### config.mk
export PLATFORM = sky130hd
export DESIGN_NAME = srecord_s1_loader_flat
export DESIGN_NICKNAME = d
export VERILOG_FILES = /design/src/design/srec_pkg.sv /design/src/design/srec_if.sv /design/src/design/srec_parse.sv /design/src/design/srecord_s1_loader.sv /design/src/flat_wrapper.sv
export SDC_FILE = /design/constraint.sdc
export NUM_CORES = 1
export LEC_CHECK = 0
export ABC_AREA = 1
export ABC_CLOCK_PERIOD_IN_PS = 5970
export BUFFER_PORTS_ARGS = -buffer_cell sky130_fd_sc_hd__buf_2
export CAP_MARGIN = 25
export CORE_ASPECT_RATIO = 2
export CORE_MARGIN = 2
export CORE_UTILIZATION = 45
export CTS_CLUSTER_DIAMETER = 50
export DETAILED_ROUTE_END_ITERATION = 6
export GPL_TIMING_DRIVEN = 0
export PLACE_DENSITY = 0.73
export SLEW_MARGIN = 20
export SYNTH_ARGS = -nofsm -noshare
export SYNTH_HDL_FRONTEND = slang
export SYNTH_HIERARCHICAL = 1
export SYNTH_SLANG_ARGS = --single-unit
### constraint.sdc
create_clock -name clk -period 5.97 [get_ports clk]
set_clock_uncertainty 0.2 [all_clocks]
set_input_delay 0.597 -clock clk [delete_from_list [all_inputs] [get_ports clk]]
set_output_delay 0.597 -clock clk [all_outputs]
set_load 0.1 [all_outputs]
### src/design/srec_pkg.sv
package srec_pkg;

  // Register map of the configuration port
  localparam int unsigned CFG_IDX_W = 2;
  localparam logic [CFG_IDX_W-1:0] CFG_APP_START  = 2'd0;
  localparam logic [CFG_IDX_W-1:0] CFG_APP_END    = 2'd1;
  localparam logic [CFG_IDX_W-1:0] CFG_BOOT_START = 2'd2;
  localparam logic [CFG_IDX_W-1:0] CFG_BOOT_END   = 2'd3;

  // Characters the parser looks for
  localparam logic [7:0] CH_NL    = 8'h0A;
  localparam logic [7:0] CH_S     = 8'h53;
  localparam logic [7:0] CH_ZERO  = 8'h30;
  localparam logic [7:0] CH_ONE   = 8'h31;
  localparam logic [7:0] CH_EIGHT = 8'h38;
  localparam logic [7:0] CH_NINE  = 8'h39;
  localparam logic [7:0] CH_UA    = 8'h41;
  localparam logic [7:0] CH_UF    = 8'h46;
  localparam logic [7:0] CH_LA    = 8'h61;
  localparam logic [7:0] CH_LF    = 8'h66;

  typedef enum logic [2:0] {
    PH_START   = 3'd0,
    PH_SKIP    = 3'd1,
    PH_TYPE    = 3'd2,
    PH_COUNT   = 3'd3,
    PH_ADDR_HI = 3'd4,
    PH_ADDR_LO = 3'd5,
    PH_DATA    = 3'd6
  } phase_t;

  typedef enum logic [1:0] {
    EV_APP   = 2'd0,
    EV_BOOT  = 2'd1,
    EV_RANGE = 2'd2,
    EV_TYPE  = 2'd3
  } ev_kind_t;

  // One result transaction as it leaves the parser
  typedef struct packed {
    logic        valid;
    ev_kind_t    kind;
    logic [15:0] offset;
    logic [7:0]  data;
  } srec_evt_t;

endpackage

### src/design/srec_if.sv
interface srec_char_if;
  logic       valid;
  logic       ready;
  logic [7:0] char_in;

  modport source (output valid, output char_in, input ready);
  modport sink (input valid, input char_in, output ready);
endinterface

interface srec_evt_if;
  logic        valid;
  logic        ready;
  logic [1:0]  event_kind;
  logic [15:0] region_offset;
  logic [7:0]  data_byte;

  modport source (output valid, output event_kind, output region_offset, output data_byte,
                  input ready);
  modport sink (input valid, input event_kind, input region_offset, input data_byte,
                output ready);
endinterface

### src/design/srec_parse.sv
module srec_parse (
  input  logic                            clk,
  input  logic                            rst_n,
  input  logic                            acc,
  input  logic [7:0]                      char_in,
  input  logic                            cfg_we,
  input  logic [srec_pkg::CFG_IDX_W-1:0]  cfg_index,
  input  logic [15:0]                     cfg_wdata,
  output srec_pkg::srec_evt_t             evt
);
  import srec_pkg::*;

  // Configuration registers
  logic [15:0] app_start_r, app_end_r, boot_start_r, boot_end_r;

  // Parser state
  phase_t      phase_r, phase_nxt;
  logic [3:0]  hi_nib_r, hi_nib_nxt;
  logic        pend_r, pend_nxt;
  logic        bad_r, bad_nxt;
  logic [7:0]  count_r, count_nxt;
  logic [16:0] addr_r, addr_nxt;
  logic [7:0]  left_r, left_nxt;
  logic        boot_r, boot_nxt;
  logic        halted_r, halted_nxt;

  // Decode helpers
  logic        dig_ok;
  logic [3:0]  dig_val;
  logic [7:0]  pair_byte;
  logic [16:0] lo_addr;
  logic [15:0] reg_start, reg_end;
  logic [7:0]  left_dec;
  logic        in_app, in_boot;

  // Decode one hex digit; anything else is flagged and reads as zero
  always_comb begin
    dig_ok  = 1'b1;
    dig_val = 4'd0;
    if (char_in >= CH_ZERO && char_in <= CH_NINE) begin
      dig_val = 4'(char_in - CH_ZERO);
    end else if (char_in >= CH_UA && char_in <= CH_UF) begin
      dig_val = 4'(char_in - CH_UA + 8'd10);
    end else if (char_in >= CH_LA && char_in <= CH_LF) begin
      dig_val = 4'(char_in - CH_LA + 8'd10);
    end else begin
      dig_ok = 1'b0;
    end
  end

  assign pair_byte = (bad_r || !dig_ok) ? 8'd0 : {hi_nib_r, dig_val};
  assign lo_addr   = {addr_r[16:8], pair_byte};
  assign in_app    = (lo_addr >= {1'b0, app_start_r}) && (lo_addr <= {1'b0, app_end_r});
  assign in_boot   = (lo_addr >= {1'b0, boot_start_r}) && (lo_addr <= {1'b0, boot_end_r});
  assign reg_start = boot_r ? boot_start_r : app_start_r;
  assign reg_end   = boot_r ? boot_end_r : app_end_r;
  assign left_dec  = left_r - 8'd1;

  // Next parser state and the result of this character
  always_comb begin
    phase_nxt  = phase_r;
    hi_nib_nxt = hi_nib_r;
    pend_nxt   = pend_r;
    bad_nxt    = bad_r;
    count_nxt  = count_r;
    addr_nxt   = addr_r;
    left_nxt   = left_r;
    boot_nxt   = boot_r;
    halted_nxt = halted_r;
    evt        = '{valid: 1'b0, kind: EV_APP, offset: 16'd0, data: 8'd0};

    if (acc && !halted_r) begin
      if (char_in == CH_NL) begin
        if (phase_r == PH_TYPE) begin
          halted_nxt = 1'b1;
          evt        = '{valid: 1'b1, kind: EV_TYPE, offset: 16'd0, data: 8'd0};
        end else begin
          phase_nxt = PH_START;
          pend_nxt  = 1'b0;
          bad_nxt   = 1'b0;
        end
      end else begin
        unique case (phase_r)
          PH_START: begin
            phase_nxt = (char_in == CH_S) ? PH_TYPE : PH_SKIP;
          end
          PH_TYPE: begin
            if (char_in == CH_ONE) begin
              phase_nxt = PH_COUNT;
              pend_nxt  = 1'b0;
              bad_nxt   = 1'b0;
            end else if (char_in == CH_ZERO || char_in == CH_EIGHT || char_in == CH_NINE) begin
              phase_nxt = PH_SKIP;
            end else begin
              halted_nxt = 1'b1;
              evt        = '{valid: 1'b1, kind: EV_TYPE, offset: 16'd0, data: 8'd0};
            end
          end
          PH_COUNT, PH_ADDR_HI, PH_ADDR_LO, PH_DATA: begin
            if (!pend_r) begin
              // hold the first digit of the pair
              hi_nib_nxt = dig_val;
              bad_nxt    = !dig_ok;
              pend_nxt   = 1'b1;
            end else begin
              pend_nxt = 1'b0;
              bad_nxt  = 1'b0;
              priority case (phase_r)
                PH_COUNT: begin
                  count_nxt = pair_byte;
                  phase_nxt = PH_ADDR_HI;
                end
                PH_ADDR_HI: begin
                  addr_nxt  = {1'b0, pair_byte, 8'd0};
                  phase_nxt = PH_ADDR_LO;
                end
                PH_ADDR_LO: begin
                  // pick the region; application wins on overlap
                  addr_nxt = lo_addr;
                  if (in_app || in_boot) begin
                    boot_nxt  = !in_app;
                    left_nxt  = (count_r >= 8'd3) ? count_r - 8'd3 : 8'd0;
                    phase_nxt = (count_r > 8'd3) ? PH_DATA : PH_SKIP;
                  end else begin
                    halted_nxt = 1'b1;
                    evt        = '{valid: 1'b1, kind: EV_RANGE, offset: lo_addr[15:0],
                                   data: 8'd0};
                  end
                end
                default: begin
                  // data byte: write at offset, or fault past the region end
                  if (addr_r > {1'b0, reg_end}) begin
                    halted_nxt = 1'b1;
                    evt        = '{valid: 1'b1, kind: EV_RANGE, offset: addr_r[15:0],
                                   data: 8'd0};
                  end else begin
                    evt      = '{valid: 1'b1, kind: (boot_r ? EV_BOOT : EV_APP),
                                 offset: addr_r[15:0] - reg_start, data: pair_byte};
                    addr_nxt = addr_r + 17'd1;
                    left_nxt = left_dec;
                    if (left_dec == 8'd0) begin
                      phase_nxt = PH_SKIP;
                    end
                  end
                end
              endcase
            end
          end
          default: begin
            // skip to end of line
          end
        endcase
      end
    end
  end

  // Configuration writes
  always_ff @(posedge clk) begin
    if (!rst_n) begin
      app_start_r  <= 16'h0000;
      app_end_r    <= 16'hFFFF;
      boot_start_r <= 16'h0000;
      boot_end_r   <= 16'h0000;
    end else if (cfg_we) begin
      unique case (cfg_index)
        CFG_APP_START:  app_start_r  <= cfg_wdata;
        CFG_APP_END:    app_end_r    <= cfg_wdata;
        CFG_BOOT_START: boot_start_r <= cfg_wdata;
        CFG_BOOT_END:   boot_end_r   <= cfg_wdata;
        default: ;
      endcase
    end
  end

  // Parser state registers
  always_ff @(posedge clk) begin
    if (!rst_n) begin
      phase_r  <= PH_START;
      hi_nib_r <= 4'd0;
      pend_r   <= 1'b0;
      bad_r    <= 1'b0;
      count_r  <= 8'd0;
      addr_r   <= 17'd0;
      left_r   <= 8'd0;
      boot_r   <= 1'b0;
      halted_r <= 1'b0;
    end else begin
      phase_r  <= phase_nxt;
      hi_nib_r <= hi_nib_nxt;
      pend_r   <= pend_nxt;
      bad_r    <= bad_nxt;
      count_r  <= count_nxt;
      addr_r   <= addr_nxt;
      left_r   <= left_nxt;
      boot_r   <= boot_nxt;
      halted_r <= halted_nxt;
    end
  end

  // A halted parser produces nothing
  a_halt_quiet: assert property (@(posedge clk) disable iff (!rst_n)
    halted_r |-> !evt.valid)
    else $error("event produced while halted");

  // Every error transaction halts the parser
  a_err_halts: assert property (@(posedge clk) disable iff (!rst_n)
    evt.valid && (evt.kind == EV_RANGE || evt.kind == EV_TYPE) |=> halted_r)
    else $error("error event did not halt the parser");

  // Data phase always has bytes outstanding
  a_data_left: assert property (@(posedge clk) disable iff (!rst_n)
    (phase_r == PH_DATA) |-> (left_r != 8'd0))
    else $error("data phase with no bytes left");

endmodule

### src/design/srecord_s1_loader.sv
// S1 record loader.
// in_ch carries the S-record text, one character per transaction; a newline
// ends every line. out_ev carries one transaction per data byte written
// (application or boot region, offset from region start) and one for an
// address range error or an unknown record type. After an error the block
// swallows all further characters and emits nothing until reset.
// The cfg_ port writes the four region bounds, index 0 to 3; write them only
// while no transaction is in flight.
// Results: a character accepted at edge N shows its result on out_ev from
// the cycle after edge N when no earlier result waits; otherwise the result
// queues behind the waiting one. Throughput: one character per cycle; the
// parser itself never holds a character back, so nothing limits the rate but
// the two-entry result buffer.
// Stall: results queue in a two-entry buffer; in_ch.ready drops only while
// both entries are full, so a character is taken while one result waits.
// Reset (rst_n low, synchronous): parser returns to line start, the buffer
// empties, region bounds go to app 0..0xFFFF and boot 0..0.
module srecord_s1_loader (
  input  logic                            clk,
  input  logic                            rst_n,
  srec_char_if.sink                       in_ch,
  srec_evt_if.source                      out_ev,
  input  logic                            cfg_we,
  input  logic [srec_pkg::CFG_IDX_W-1:0]  cfg_index,
  input  logic [15:0]                     cfg_wdata
);
  import srec_pkg::*;

  srec_evt_t evt;
  logic      acc, pop;

  // Two-entry result buffer: slot 0 drives the output
  logic      v0_r, v0_nxt, v1_r, v1_nxt;
  srec_evt_t e0_r, e0_nxt, e1_r, e1_nxt;

  assign in_ch.ready = !v1_r;
  assign acc         = in_ch.valid && in_ch.ready;
  assign pop         = v0_r && out_ev.ready;

  srec_parse u_parse (
    .clk       (clk),
    .rst_n     (rst_n),
    .acc       (acc),
    .char_in   (in_ch.char_in),
    .cfg_we    (cfg_we),
    .cfg_index (cfg_index),
    .cfg_wdata (cfg_wdata),
    .evt       (evt)
  );

  // Advance the buffer on pop, append on push
  always_comb begin
    v0_nxt = v0_r;
    v1_nxt = v1_r;
    e0_nxt = e0_r;
    e1_nxt = e1_r;
    if (pop) begin
      v0_nxt = v1_r;
      v1_nxt = 1'b0;
      e0_nxt = e1_r;
    end
    if (evt.valid) begin
      if (!v0_nxt) begin
        v0_nxt = 1'b1;
        e0_nxt = evt;
      end else begin
        v1_nxt = 1'b1;
        e1_nxt = evt;
      end
    end
  end

  always_ff @(posedge clk) begin
    if (!rst_n) begin
      v0_r <= 1'b0;
      v1_r <= 1'b0;
    end else begin
      v0_r <= v0_nxt;
      v1_r <= v1_nxt;
    end
  end

  always_ff @(posedge clk) begin
    e0_r <= e0_nxt;
    e1_r <= e1_nxt;
  end

  assign out_ev.valid         = v0_r;
  assign out_ev.event_kind    = e0_r.kind;
  assign out_ev.region_offset = e0_r.offset;
  assign out_ev.data_byte     = e0_r.data;

  // Buffer fills from slot 0
  a_fill_order: assert property (@(posedge clk) disable iff (!rst_n)
    v1_r |-> v0_r)
    else $error("second slot valid with head empty");

  // A new result never arrives into a full buffer
  a_no_overflow: assert property (@(posedge clk) disable iff (!rst_n)
    evt.valid |-> !v1_r)
    else $error("result pushed into full buffer");

  // A result pushed into an empty buffer shows at the output next cycle
  a_push_shows: assert property (@(posedge clk) disable iff (!rst_n)
    evt.valid && !v0_r |=> v0_r && (e0_r == $past(evt)))
    else $error("pushed result not at buffer head");

endmodule
### src/flat_wrapper.sv
// flat-port wrapper written by rule: the top's interface ports become plain ports
module srecord_s1_loader_flat import srec_pkg::*;
  (clk, rst_n, cfg_we, cfg_index, cfg_wdata, in_ch_valid, in_ch_char_in, in_ch_ready, out_ev_valid, out_ev_event_kind, out_ev_region_offset, out_ev_data_byte, out_ev_ready);
  srec_char_if in_ch_i ();
  srec_evt_if out_ev_i ();
  input  logic clk;
  input  logic rst_n;
  input  logic cfg_we;
  input  logic [srec_pkg::CFG_IDX_W-1:0] cfg_index;
  input  logic [15:0] cfg_wdata;
  input wire logic [$bits(in_ch_i.valid)-1:0] in_ch_valid;
  input wire logic [$bits(in_ch_i.char_in)-1:0] in_ch_char_in;
  output wire logic [$bits(in_ch_i.ready)-1:0] in_ch_ready;
  output wire logic [$bits(out_ev_i.valid)-1:0] out_ev_valid;
  output wire logic [$bits(out_ev_i.event_kind)-1:0] out_ev_event_kind;
  output wire logic [$bits(out_ev_i.region_offset)-1:0] out_ev_region_offset;
  output wire logic [$bits(out_ev_i.data_byte)-1:0] out_ev_data_byte;
  input wire logic [$bits(out_ev_i.ready)-1:0] out_ev_ready;
  assign in_ch_i.valid = in_ch_valid;
  assign in_ch_i.char_in = in_ch_char_in;
  assign in_ch_ready = in_ch_i.ready;
  assign out_ev_valid = out_ev_i.valid;
  assign out_ev_event_kind = out_ev_i.event_kind;
  assign out_ev_region_offset = out_ev_i.region_offset;
  assign out_ev_data_byte = out_ev_i.data_byte;
  assign out_ev_i.ready = out_ev_ready;
  srecord_s1_loader u_core (.clk(clk), .rst_n(rst_n), .in_ch(in_ch_i), .out_ev(out_ev_i), .cfg_we(cfg_we), .cfg_index(cfg_index), .cfg_wdata(cfg_wdata));
endmodule
== Word level (Yosys, flattened, before mapping) ==
Cells that the tools add are included.
W data, S select, Z words.
Cells by class
  $add $sub $neg: 9
  magnitude comparators: 13
  eq/ne operators: 31
  muxes and demuxes: 63
  bitwise logic cells: 5
  reductions and logical operators: 38
Operators with widths (count)
  $mux W27: 10
  $pmux W27 S2: 2
  $pmux W17 S3: 1
  $ge A17 B16 Y1: 2
  $le A17 B16 Y1: 2
  $eq A8 B6 Y1 const B: 4
  $mux W16: 2
  $mux W8: 4
  $mux W3: 9
  $mux W26: 1
  $mux W1: 22
  $pmux W3 S3: 2
  $add A17 B1 Y17 const B: 1
  $gt A17 B16 Y1: 1
  $mux W17: 1
  $ge A8 B7 Y1 const B: 2
  $le A8 B7 Y1 const B: 2
  $pmux W8 S2: 1
  $sub A16 B16 Y16: 1
  $reduce_and A7 Y1: 2
  $mux W4: 3
  $ne A3 B3 Y1 const B: 4
  $ne A4 B4 Y1 const B: 3
  $ne A6 B6 Y1 const B: 2
  other kinds (37): 75
Word-level totals
  register bits after elaboration: 163
  bits of input ports: 31
  output and inout bits: 28

== Depth between registers and ports, before layout ==
Gate-level depths: netlist (run 1).
  depth in word-level cells: 19
  depth in mapped cells: 32
  mapped depth without buffers: 31

== By module ==
Netlist (run 1), hierarchy kept.
By module, submodules not included
  srec_parse: instances 1, cells each 1351, area an instance 8805.9 µm², seq. area each 2162.1 µm²
  srecord_s1_loader: instances 1, cells each 239, area an instance 2188.3 µm², seq. area each 1341.3 µm²

== Worst setup path after synthesis (run 1) ==
OpenSTA, ideal clock, no wires.
  path kind: in2reg
  from: input in_ch_char_in[0]
  to: register u_core/e1_r[0] in the netlist's numbering (enable)
  library setup time: 0.381 ns
  data arrival time: 3.934 ns
  path slack: 1.455 ns
  cell stages on the path: 28
  buffers on the path: 1
  path through: inv_1 -> ha_1 -> nand2_1 -> inv_1 -> o21ai_2 -> nand2_1 -> nor2_1 -> nor2_2 -> nand2_1 -> inv_1 -> ha_1 -> nand2_1 -> nor2_1 -> nand2_1 -> nor2_1 -> nand2_1 -> nand3_1 -> nand2_1 -> nand2_2 -> nand2_1 -> nand2_4 -> nand2_1 -> nor2_1 -> a21oi_1 -> nor2_1 -> buf_2 -> nand3_1 -> inv_1
RTL lines
  start: declaration: line flat_wrapper.sv:12  | input wire logic [$bits(in_ch_i.char_in)-1:0] in_ch_char_in;
  end signal: assignment: line srecord_s1_loader.sv:85  | e1_r <= e1_nxt;
  end: declaration: line srecord_s1_loader.sv:34  | srec_evt_t e0_r, e0_nxt, e1_r, e1_nxt;

==> results of run 1 <==
==> state kept, by name, summed over array words and instances (netlist names), 4 cells and up <==
signal and flops:
u_core/u_parse/boot_start_r 16, u_core/u_parse/count_r 8, u_core/out_ev.region_offset 16, u_core/u_parse/left_r 8
u_core/u_parse/boot_end_r 16, u_core/out_ev.data_byte 8, u_core/u_parse/hi_nib_r 4, u_core/u_parse/addr_r 17
u_core/u_parse/app_end_r 16, u_core/e1_r 26, u_core/u_parse/app_start_r 16
==> cell families after synthesis <==
kind of cell,after synthesis,synth area share [%]
simple gates,727,28.9
compound gates,331,16.0
buf+inv,233,8.66
flops,162,31.9
fa+ha+maj,104,11.9
xor+xnor,33,2.63
==> routing by layer <==
metal	track usage [%]	vias to the layer above	wire (um)
met5	0	-	0
met4	11.3	0	1330
met3	4.41	91	2270
met2	40.6	383	14800
met1	33.4	4866	13900
li1	-	5417	-
==> worst max-delay path, delay by kind of cell <==
family | cells | cell delay [ns]
and+or+nand+nor | 19 | 2.35
adders and majority gates | 2 | 0.57
AOI/OAI and AO/OA | 2 | 0.26
buffers and inverters | 7 | 1.51
==> through the flow <==
step           utilization, %  cell area (sq um)  hold WS (ns)
2_1_floorplan               -              11000         0.235
3_3_place_gp             48.1              11600         0.243
3_5_place_dp             48.1              11600         0.248
4_1_cts                  50.4              12200         0.222
5_1_grt                  50.5              12200         0.245
6_report                 50.5              12200         0.244
==> worst min-delay path by stage <==
stage                                  from                           to  slack (ns)  depth (start not counted)
floorplan           u_core/u_parse/halted_r      u_core/u_parse/halted_r        0.24                          2
global placement    u_core/u_parse/halted_r      u_core/u_parse/halted_r        0.24                          2
detailed placement  u_core/u_parse/halted_r      u_core/u_parse/halted_r        0.25                          2
CTS                            cfg_wdata[3]  u_core/u_parse/app_end_r[3]        0.22                          3
global route                   cfg_wdata[3]  u_core/u_parse/app_end_r[3]        0.25                          3
finish                         cfg_wdata[4]  u_core/u_parse/app_end_r[4]        0.24                          3
==> layout by cell type, fill, tap and decap left out, types with 6 or more instances in the layout <==
cell type	instances
o22ai_1	6
nand2_4	7
nand4_1	14
nand2_1	429
nand3_1	97
o21ai_0	140
o211ai_1	17
inv_6	6
clkbuf_16	17
xor2_1	23
ha_1	103
edfxtp_1	26
xnor2_1	10
a21oi_1	141
nand2_2	9
nor2_1	116
inv_2	14
nor2_2	8
inv_1	162
buf_4	7
buf_2	65
dfxtp_1	136
nor3_1	21
clkbuf_1	32
==> area by class of cell <==
type	instances	area, sq um
clock buffer	17	425
multi-input combinational	1195	6540
tap	290	363
timing repair buffer	58	300
inverter	180	679
clock inverter	15	143
sequential	162	3500
buffer	53	273
fill	2347	12000
==> synthesized netlist by cell type, types with 8 or more instances <==
| cell | instances |
|---|---|
| clkbuf_1 | 32 |
| nand3_1 | 97 |
| dfxtp_1 | 136 |
| inv_1 | 162 |
| xnor2_1 | 10 |
| nor2_1 | 116 |
| o21ai_0 | 140 |
| o211ai_1 | 17 |
| nand2_2 | 9 |
| ha_1 | 103 |
| nand2_1 | 429 |
| inv_2 | 14 |
| edfxtp_1 | 26 |
| nand4_1 | 14 |
| nor2_2 | 8 |
| nor3_1 | 21 |
| a21oi_1 | 141 |
| xor2_1 | 23 |
| buf_2 | 8 |
==> power by group <==
| part | internal (mW) | leakage, nW | switching [mW] | total, mW |
|---|---|---|---|---|
| Sequential | 1.18 | 1.30 | 0.0496 | 1.23 |
| Combinational | 0.264 | 4.35 | 0.733 | 0.997 |
| Clock | 0.552 | 0.270 | 0.524 | 1.08 |
| Total | 2.00 | 5.92 | 1.31 | 3.30 |
==> metrics.md, run 1 <==
| Metric | Value |
|---|---|
| Reg2reg setup slack | `1.36 ns` |
| Slew HR | `52.2%` |
| Status | `finished clean` |
| FF-to-FF Start | `u_core/u_parse/bad_r` |
| Worst setup path class | `in -> reg` |
| Critical path arrival | `5.32 ns` |
| Pwr dens | `270 mW/mm^2` |
| Rows | `slightly above 80` |
| Syn Inst Count | `1,590` |
| Startpoint Class | `primary input` |
| Clk slew on worst S/H paths | `around 0.07 ns` |
| Post-DP HPWL | `24,500 um` |
| Postcts setup bufs | `0` |
| Crit-path max FO | `15` |
| Most used flip-flop cell after synthesis | `dfxtp_1` |
| EDFF count, synth | `26` |
| H-tree depth | `4` |
| # DRC | `0` |
| Setup TNS | `0 ns` |
| Power Total | `3.30 mW` |
| FMAX | `between 0.15 and 0.2 GHz` |
| Vias in the first global route | `9,837` |
| CP max stage cell | `inv_1` |
| Final WL | `about 32,000 um` |
| Unique masters post-synth | `49` |
| WL/cell | `16.4 um` |
| Unrepaired setup endpoints after global routing | `false` |
| Area delta synth->final | `11.2%` |
| Dominant cell type by area after synthesis | `dfxtp_1` |
| Initial Utilization | `~45%` |
| Die area | `0.0258 sq mm` |
| Pin count of the biggest net entering global routing | `27` |
| TritonCTS clock tree | `built` |
| Antenna-violating nets left | `0` |
| First-pass iteration count of the detailed router | `6` |
| Worst skew pair latency | `0.45 ns` |
| Dpl ws | `0.0139 ns` |
| Initial antenna violation count | `0` |
| DRT iter0 DRCs | `919` |
| Synthesized area | `about 0.011 sq mm` |
| Slew Limit Fails | `0` |
| Setup WS post-layout | `0.606 ns` |
| Vias per std cell | `5.46` |
| Worst-Margin Slew | `0.717 ns` |
| Crit share post-route | `89.9%` |
| Top-Level Pins | `59` |
| Post-CTS Hold Fix Bufs | `0` |
| CTS Root Buffer Type | `clkbuf_16` |
| Number of port buffers | `57` |
| Core Box Area | `0.0242 sq mm` |
| Min cycle time layout | `5.36 ns` |
| Maxcap violations | `0` |
| CP endpoint | `u_core/e1_r[25]` |
| Hold WC Path Type | `in -> reg` |
| Cell total after placement | `roughly 1,900` |
| Die width | `115 um` |
| Sequential fraction of the synthesis area | `31.9%` |
| Max VDD drop | `about 0.29 mV` |
| First-pass GRT wire length | `51,000 um` |
| Overall routing resource usage | `25.5%` |
| FFs w/ async S/R, synth | `0%` |
| Gpl congestion | `0.941` |
| R2R depth | `22` |
| Post-synth top area share | `24.8%` |
| Syn_nets | `1,725` |
| Final #Nets | `between 1,500 and 2,000` |
| Critical Path Source | `in_ch_char_in[0]` |
| Overflow after GRT | `0` |
| RR Endpoint | `u_core/e1_r[25]` |
| CP Capture Type | `flop` |
| Leakage power | `5.92 nW` |
| Required time of the worst setup path | `5.92 ns` |
| Die Ht | `around 230 um` |
| Via count | `around 11,000` |
| Ant diodes | `0` |
| CTS Buf Count | `17` |
| Most frequent CP cell | `nand2_1` |
| Share of cells above drive strength 1 | `roughly a tenth` |
| # clock sinks | `between 150 and 200` |
| Fin cells | `between 1,500 and 2,000` |
| Cts repair resizes | `0` |
| Flops & latches, synth | `162` |
| Bufs on Longest Clock Path | `2` |
| Setup Viol. Count Final | `0` |
| Highest cell delay on the worst timing path | `just over 0.4 ns` |
| Synth top area cells | `dfxtp_1 (25%), nand2_1 (15%), ha_1 (12%)` |
| Final hold violations | `0` |
| Ys Warns | `6` |
| Mean Syn Cell Area | `6.91 sq um` |
No activity file was read; power rests on OpenSTA's default activity.
==> inputs of run 2 (changes only) <==
--- a/config.mk
+++ b/config.mk
@@ -12,6 +12,7 @@
 export CORE_ASPECT_RATIO = 2
 export CORE_MARGIN = 2
 export CORE_UTILIZATION = 45
+export CTS_BUF_LIST = sky130_fd_sc_hd__clkbuf_4 sky130_fd_sc_hd__clkbuf_8
 export CTS_CLUSTER_DIAMETER = 50
 export DETAILED_ROUTE_END_ITERATION = 6
 export GPL_TIMING_DRIVEN = 0
==> run 2 against run 1 <==
  * Fmax is 0.21% higher
  * Combinational power hardly changed
  * Die area unchanged
  * Wire length decreased by 0.51%
==> metrics.md, run 2 (same netlist as run 1, synthesis figures left out) <==
| Metric | Value |
|---|---|
| Core Box Area | `0.0242 sq mm (unchanged)` |
| Final hold violations | `0 (unchanged)` |
| Hold WC Path Type | `in -> reg` |
| Setup TNS | `0 ns (unchanged)` |
| Gpl congestion | `0.941 (unchanged)` |
| Worst setup path class | `in -> reg` |
| Post-CTS Hold Fix Bufs | `0 (unchanged)` |
| Initial Utilization | `45.4% (unchanged)` |
| Overflow after GRT | `0 (unchanged)` |
| Final #Nets | `1,802 (unchanged)` |
| CP Capture Type | `flop` |
| DRT iter0 DRCs | `848 (-7.7%)` |
| Dpl ws | `0.0139 ns (unchanged)` |
| Ant diodes | `0 (unchanged)` |
| Initial antenna violation count | `0 (unchanged)` |
| Worst-Margin Slew | `0.712 ns (-0.00540 ns)` |
| Required time of the worst setup path | `5.97 ns (+0.05 ns)` |
| FMAX | `0.187 GHz (+0.21%)` |
| Pin count of the biggest net entering global routing | `27 (unchanged)` |
| Met1 usage | `33.1% (-0.37 points)` |
| Slew Limit Fails | `0 (unchanged)` |
| Buf/Inv on CP | `7 (unchanged)` |
| Status | `finished clean` |
| Area delta synth->final | `9.46%` |
| Die Ht | `225 um (unchanged)` |
| Largest Register | `u_core/e1_r` |
| Grt met2 use | `40.5% (-0.15 points)` |
| Critical path arrival | `5.35 ns (+0.03 ns)` |
| Startpoint Class | `primary input` |
| Postcts setup bufs | `0 (unchanged)` |
| Leakage power | `5.83 nW (-1.5%)` |
| Via count | `10,700 (-0.46%)` |
| R2R depth | `22 (unchanged)` |
| Setup Viol. Count Final | `0 (unchanged)` |
| Min cycle time layout | `5.35 ns (-0.0114 ns)` |
| Clk slew on worst S/H paths | `0.09 ns (+0.02 ns)` |
| CTS Buf Count | `17 (unchanged)` |
| Top Registers | `u_core/e1_r (26), u_core/u_parse/addr_r (17)` |
| Multi-input gate area | `0.00654 sq mm (unchanged)` |
| Highest cell delay on the worst timing path | `0.41 ns (about the same)` |
| Cts repair resizes | `0 (unchanged)` |
| Max VDD drop | `0.190 mV (-34%)` |
| CP max stage cell | `inv_1` |
| Worst skew pair latency | `0.49 ns (+0.04 ns)` |
| Die width | `115 um (unchanged)` |
| Commonest non-fill, non-tap cell in the layout | `nand2_1` |
| Crit-path max FO | `15 (unchanged)` |
| Commonest non-fill, non-tap cells in the layout | `nand2_1 (429), inv_1 (162), a21oi_1 (141)` |
| Final WL | `32,200 um (-0.51%)` |
| Share of cells above drive strength 1 | `10.4% (unchanged)` |
| TritonCTS clock tree | `built` |
| WL/cell | `16.3 um (-0.51%)` |
| Reg area | `0.00350 sq mm (unchanged)` |
| Most frequent CP cell | `nand2_1` |
| Maxcap violations | `0 (unchanged)` |
| # clock sinks | `162 (unchanged)` |
| Unrepaired setup endpoints after global routing | `false` |
| Rows | `81 (unchanged)` |
| Slew HR | `52.6% (+0.36 points)` |
| First-pass GRT wire length | `50,900 um (-0.22%)` |
| Delay-heaviest family, CP | `simple AND/OR/NAND/NOR gates` |
| Hold path depth | `3 (unchanged)` |
| Crit share post-route | `89.7% (-0.19 points)` |
| Fin util | `49.7% (-0.79 points)` |
| Antenna-violating nets left | `0 (unchanged)` |
| CTS Root Buffer Type | `clkbuf_8` |
| Top-Level Pins | `59 (unchanged)` |
| Vias in the first global route | `9,835 (-0.020%)` |
| # DRC | `0 (unchanged)` |
| Bufs on Longest Clock Path | `2 (unchanged)` |
| M3 GR Usage | `5.08% (+0.67 points)` |
| Vias per std cell | `5.44 (-0.46%)` |
| First-pass iteration count of the detailed router | `7 (+1)` |
| Overall routing resource usage | `25.4% (about the same)` |
| CP Depth | `30 (unchanged)` |
| Pwr dens | `251 mW/mm^2 (-7.2%)` |
| Setup WS post-layout | `0.617 ns (+0.0114 ns)` |
| Fill cells | `2,381 (+1.4%)` |
| Post-DP HPWL | `24,500 um (unchanged)` |
| Die area | `0.0258 sq mm (unchanged)` |
| Number of port buffers | `57 (unchanged)` |
| Gr busiest metal | `met2` |
| H-tree depth | `4 (unchanged)` |
| Max FFs per register | `26 (unchanged)` |
## run 2: final cells by class
class / instances / share of cell area, %
well taps: 290 / 3.02
clock inverters: 15 / 1.19
clock buffers: 17 / 1.94
flip-flops and latches: 162 / 29.1
multi-input cells: 1195 / 54.3
inverters: 180 / 5.65
plain buffers: 53 / 2.27
repair buffers: 58 / 2.50
## run 2: per-layer routing
layer | wire length (um) | up-vias
met2 | 14700 | 405
met5 | 0 | -
met1 | 13700 | 4795
met4 | 1340 | 0
li1 | - | 5417
met3 | 2460 | 90
## run 2: metrics by stage
step                      total power, mW  instance area (sq um)  hold WS [ns]  std cells
final                                3.02                  12000         0.197       1970
after global routing                 3.19                  12000         0.181       1970
after floorplan                      2.02                  11000         0.235       1590
after detailed placement             2.23                  11600         0.248       1937
after global placement               2.23                  11600         0.243       1937
after CTS                            3.02                  12000         0.155       1969
## run 2: tightest hold or removal path, delay by kind of cell
family | cells | cell delay (ns)
compound gates | 1 | 0.06
simple gates | 1 | 0.06
buf+inv | 1 | 0.13
## run 2: worst paths after layout
path	startpoint	endpoint	slack (ns)
worst max register to register	u_core/u_parse/bad_r	u_core/e1_r[25]	1.31
worst min register to register	u_core/u_parse/halted_r	u_core/u_parse/halted_r	0.27
worst max-delay path	in_ch_char_in[0]	u_core/e1_r[25]	0.62
worst min-delay path	cfg_wdata[3]	u_core/u_parse/app_end_r[3]	0.20
## run 2: power breakdown
part | internal [mW] | total (mW) | switching, mW
combinational | 0.264 | 0.997 | 0.733
clock | 0.307 | 0.791 | 0.484
sequential | 1.18 | 1.23 | 0.0495
==> inputs of run 3 (changes only) <==
--- a/config.mk
+++ b/config.mk
@@ -11,12 +11,13 @@
 export CAP_MARGIN = 25
 export CORE_ASPECT_RATIO = 2
 export CORE_MARGIN = 2
-export CORE_UTILIZATION = 45
+export CORE_UTILIZATION = 64
 export CTS_BUF_LIST = sky130_fd_sc_hd__clkbuf_4 sky130_fd_sc_hd__clkbuf_8
 export CTS_CLUSTER_DIAMETER = 50
 export DETAILED_ROUTE_END_ITERATION = 6
 export GPL_TIMING_DRIVEN = 0
-export PLACE_DENSITY = 0.73
+export MAX_ROUTING_LAYER = met4
+export PLACE_DENSITY = 0.94
 export SLEW_MARGIN = 20
 export SYNTH_ARGS = -nofsm -noshare
 export SYNTH_HDL_FRONTEND = slang
==> run 3 against run 2 <==
  * Non-clock buffer count decreased by 1
  * Hold slack got worse by 0.0018 ns
  * Die area decreased by 29%
  * Fmax decreased by 4.2%
  * Critical path depth decreased by 1
  * Final cell count decreased by 4.3%
  * First-iteration DRC count decreased by 1.9%
  * Utilization increased by 22 points
  * Flip-flop and latch count unchanged
  * Register-to-register slack got worse by 0.09 ns
  * Critical path type unchanged
==> metrics.md, run 3 (same netlist as run 1, synthesis figures left out) <==
| Metric | Value |
|---|---|
| CTS Root Buffer Type | `clkbuf_8` |
| # clock sinks | `162 (unchanged)` |
| Die width | `96.7 um (-16%)` |
| Worst skew pair latency | `0.48 ns (about the same)` |
| Slew Limit Fails | `0 (unchanged)` |
| CP max stage cell | `inv_1` |
| Pin count of the biggest net entering global routing | `27 (unchanged)` |
| Pwr dens | `261 mW/mm^2 (+3.9%)` |
| H-tree depth | `4 (unchanged)` |
| Bufs on Longest Clock Path | `2 (unchanged)` |
| HP Start | `cfg_wdata[0]` |
| Overflow after GRT | `0 (unchanged)` |
| Maxcap violations | `0 (unchanged)` |
| Max FFs per register | `26 (unchanged)` |
| Min cycle time layout | `5.59 ns (+0.235 ns)` |
| Slew HR | `36.7% (-16 points)` |
| Commonest non-fill, non-tap cell in the layout | `nand2_1` |
| FMAX | `0.179 GHz (-4.2%)` |
| Top Registers | `u_core/e1_r (26), u_core/u_parse/addr_r (17)` |
| Required time of the worst setup path | `5.86 ns (-0.11 ns)` |
| Most frequent CP cell | `nand2_1` |
| Initial Utilization | `65.6% (+20 points)` |
| Vias per std cell | `5.99 (+10%)` |
| Crit share post-route | `93.6% (+3.9 points)` |
| Antenna-violating nets left | `0 (unchanged)` |
| Final #Nets | `1,801 (-0.055%)` |
| RR Endpoint | `u_core/e1_r[21]` |
| CP Capture Type | `flop` |
| Overall routing resource usage | `38.3% (+13 points)` |
| Setup TNS | `0 ns (unchanged)` |
| Leakage power | `5.84 nW (+0.12%)` |
| Worst-Margin Slew | `0.948 ns (+0.236 ns)` |
| Area delta synth->final | `8.73%` |
| Largest Register | `u_core/e1_r` |
| Rows | `67 (-17%)` |
| Hold EP | `u_core/u_parse/app_end_r[0]` |
| Unrepaired setup endpoints after global routing | `false` |
| Highest cell delay on the worst timing path | `0.70 ns (+0.29 ns)` |
| Top-Level Pins | `59 (unchanged)` |
| Vias in the first global route | `11,000 (+12%)` |
| Hold WC Path Type | `in -> reg` |
| # DRC | `0 (unchanged)` |
| WL/cell | `18.4 um (+13%)` |
| Clk slew on worst S/H paths | `0.10 ns (about the same)` |
| Final hold violations | `0 (unchanged)` |
| Die Ht | `189 um (-16%)` |
| Ant diodes | `0 (unchanged)` |
| Post-DP HPWL | `26,600 um (+8.9%)` |
| Startpoint Class | `primary input` |
| R2R depth | `21 (-4.5%)` |
| CTS Buf Count | `17 (unchanged)` |
| Worst setup path class | `in -> reg` |
| DRT iter0 DRCs | `832 (-1.9%)` |
| Status | `finished clean` |
| Reg2reg setup slack | `1.22 ns (-0.09 ns)` |
| Gpl congestion | `1.01 (+7.5%)` |
| First-pass GRT wire length | `53,600 um (+5.3%)` |
| Critical path arrival | `5.48 ns (+0.13 ns)` |
| Hold path depth | `3 (unchanged)` |
| Power Total | `3.12 mW (+3.2%)` |
| Cts repair resizes | `0 (unchanged)` |
| Core Box Area | `0.0168 sq mm (-31%)` |
| TritonCTS clock tree | `built` |
| FF-to-FF Start | `u_core/u_parse/bad_r` |
| First-pass iteration count of the detailed router | `6 (-1)` |
| Share of cells above drive strength 1 | `10.2% (-0.11 points)` |
| Fin util | `71.3% (+22 points)` |
| Postcts setup bufs | `0 (unchanged)` |
| Commonest non-fill, non-tap cells in the layout | `nand2_1 (429), inv_1 (162), a21oi_1 (141)` |
| Setup Viol. Count Final | `0 (unchanged)` |
| Post-CTS Hold Fix Bufs | `0 (unchanged)` |
| Via count | `11,300 (+5.5%)` |
| Final WL | `34,600 um (+7.7%)` |
| Initial antenna violation count | `0 (unchanged)` |
| Max VDD drop | `0.165 mV (-13%)` |
| Die area | `0.0183 sq mm (-29%)` |
| Crit-path max FO | `26 (+11)` |
| Number of port buffers | `57 (unchanged)` |
[run 3: cell types whose count changed in the layout (fill, tap and decap cells not counted), sizes merged]
cell,delta
clkinvlp,+1
clkinv,+1
buf,-1
inv,-5
bufinv,+3
[run 3: worst max path at each step]
stage,start,endpoint,slack [ns],cells past startpoint
finish,in_ch_char_in[0],u_core/e1_r[21],0.38,29
detailed placement,in_ch_char_in[0],u_core/e1_r[22],0.10,29
CTS,in_ch_char_in[0],u_core/e1_r[21],0.58,29
global placement,in_ch_char_in[0],u_core/e1_r[22],0.29,29
floorplan,in_ch_char_in[0],u_core/e1_r[0],1.46,28
global route,in_ch_char_in[1],u_core/e1_r[21],0.08,29
[run 3: per-stage QoR]
| step | instances | cell area (sq um) | setup slack, ns | hold slack (ns) |
|---|---|---|---|---|
| 2_1_floorplan | 1590 | 11000 | 1.46 | 0.235 |
| 3_3_place_gp | 1854 | 11500 | 0.295 | 0.243 |
| 3_5_place_dp | 1854 | 11500 | 0.104 | 0.267 |
| 4_1_cts | 1886 | 12000 | 0.575 | 0.195 |
| 5_1_grt | 1886 | 12000 | 0.0778 | 0.202 |
| 6_report | 1886 | 12000 | 0.383 | 0.196 |
[run 3: where the power goes]
part           leakage, nW  switching (mW)  total, mW  internal, mW
sequential            1.30          0.0545       1.23          1.18
combinational         4.34           0.750       1.02         0.265
clock                0.197           0.447      0.865         0.417
[run 3: worst max-delay path: cells and delay by family]
| family | cells | cell delay [ns] |
|---|---|---|
| adders and majority gates | 2 | 0.61 |
| and+or+nand+nor | 19 | 2.39 |
| buffers and inverters | 6 | 1.55 |
| AOI/OAI and AO/OA | 2 | 0.30 |
[run 3: metal layers]
metal	routed length, um	global-route usage [%]	part of all wire [%]
met2	17900	69.0	52
met3	2230	6.72	6.4
met5	0	-	0
met1	11300	34.3	33
met4	3260	32.0	9.4
[run 3: cell type report]
| type | instances | area, sq um |
|---|---|---|
| Multi-Input combinational cell | 1195 | 6540 |
| Clock inverter | 15 | 181 |
| Buffer | 53 | 273 |
| Timing Repair Buffer | 57 | 285 |
| Inverter | 180 | 679 |
| Fill cell | 1424 | 4810 |
| Sequential cell | 162 | 3500 |
| Clock buffer | 17 | 234 |
| Tap cell | 207 | 259 |
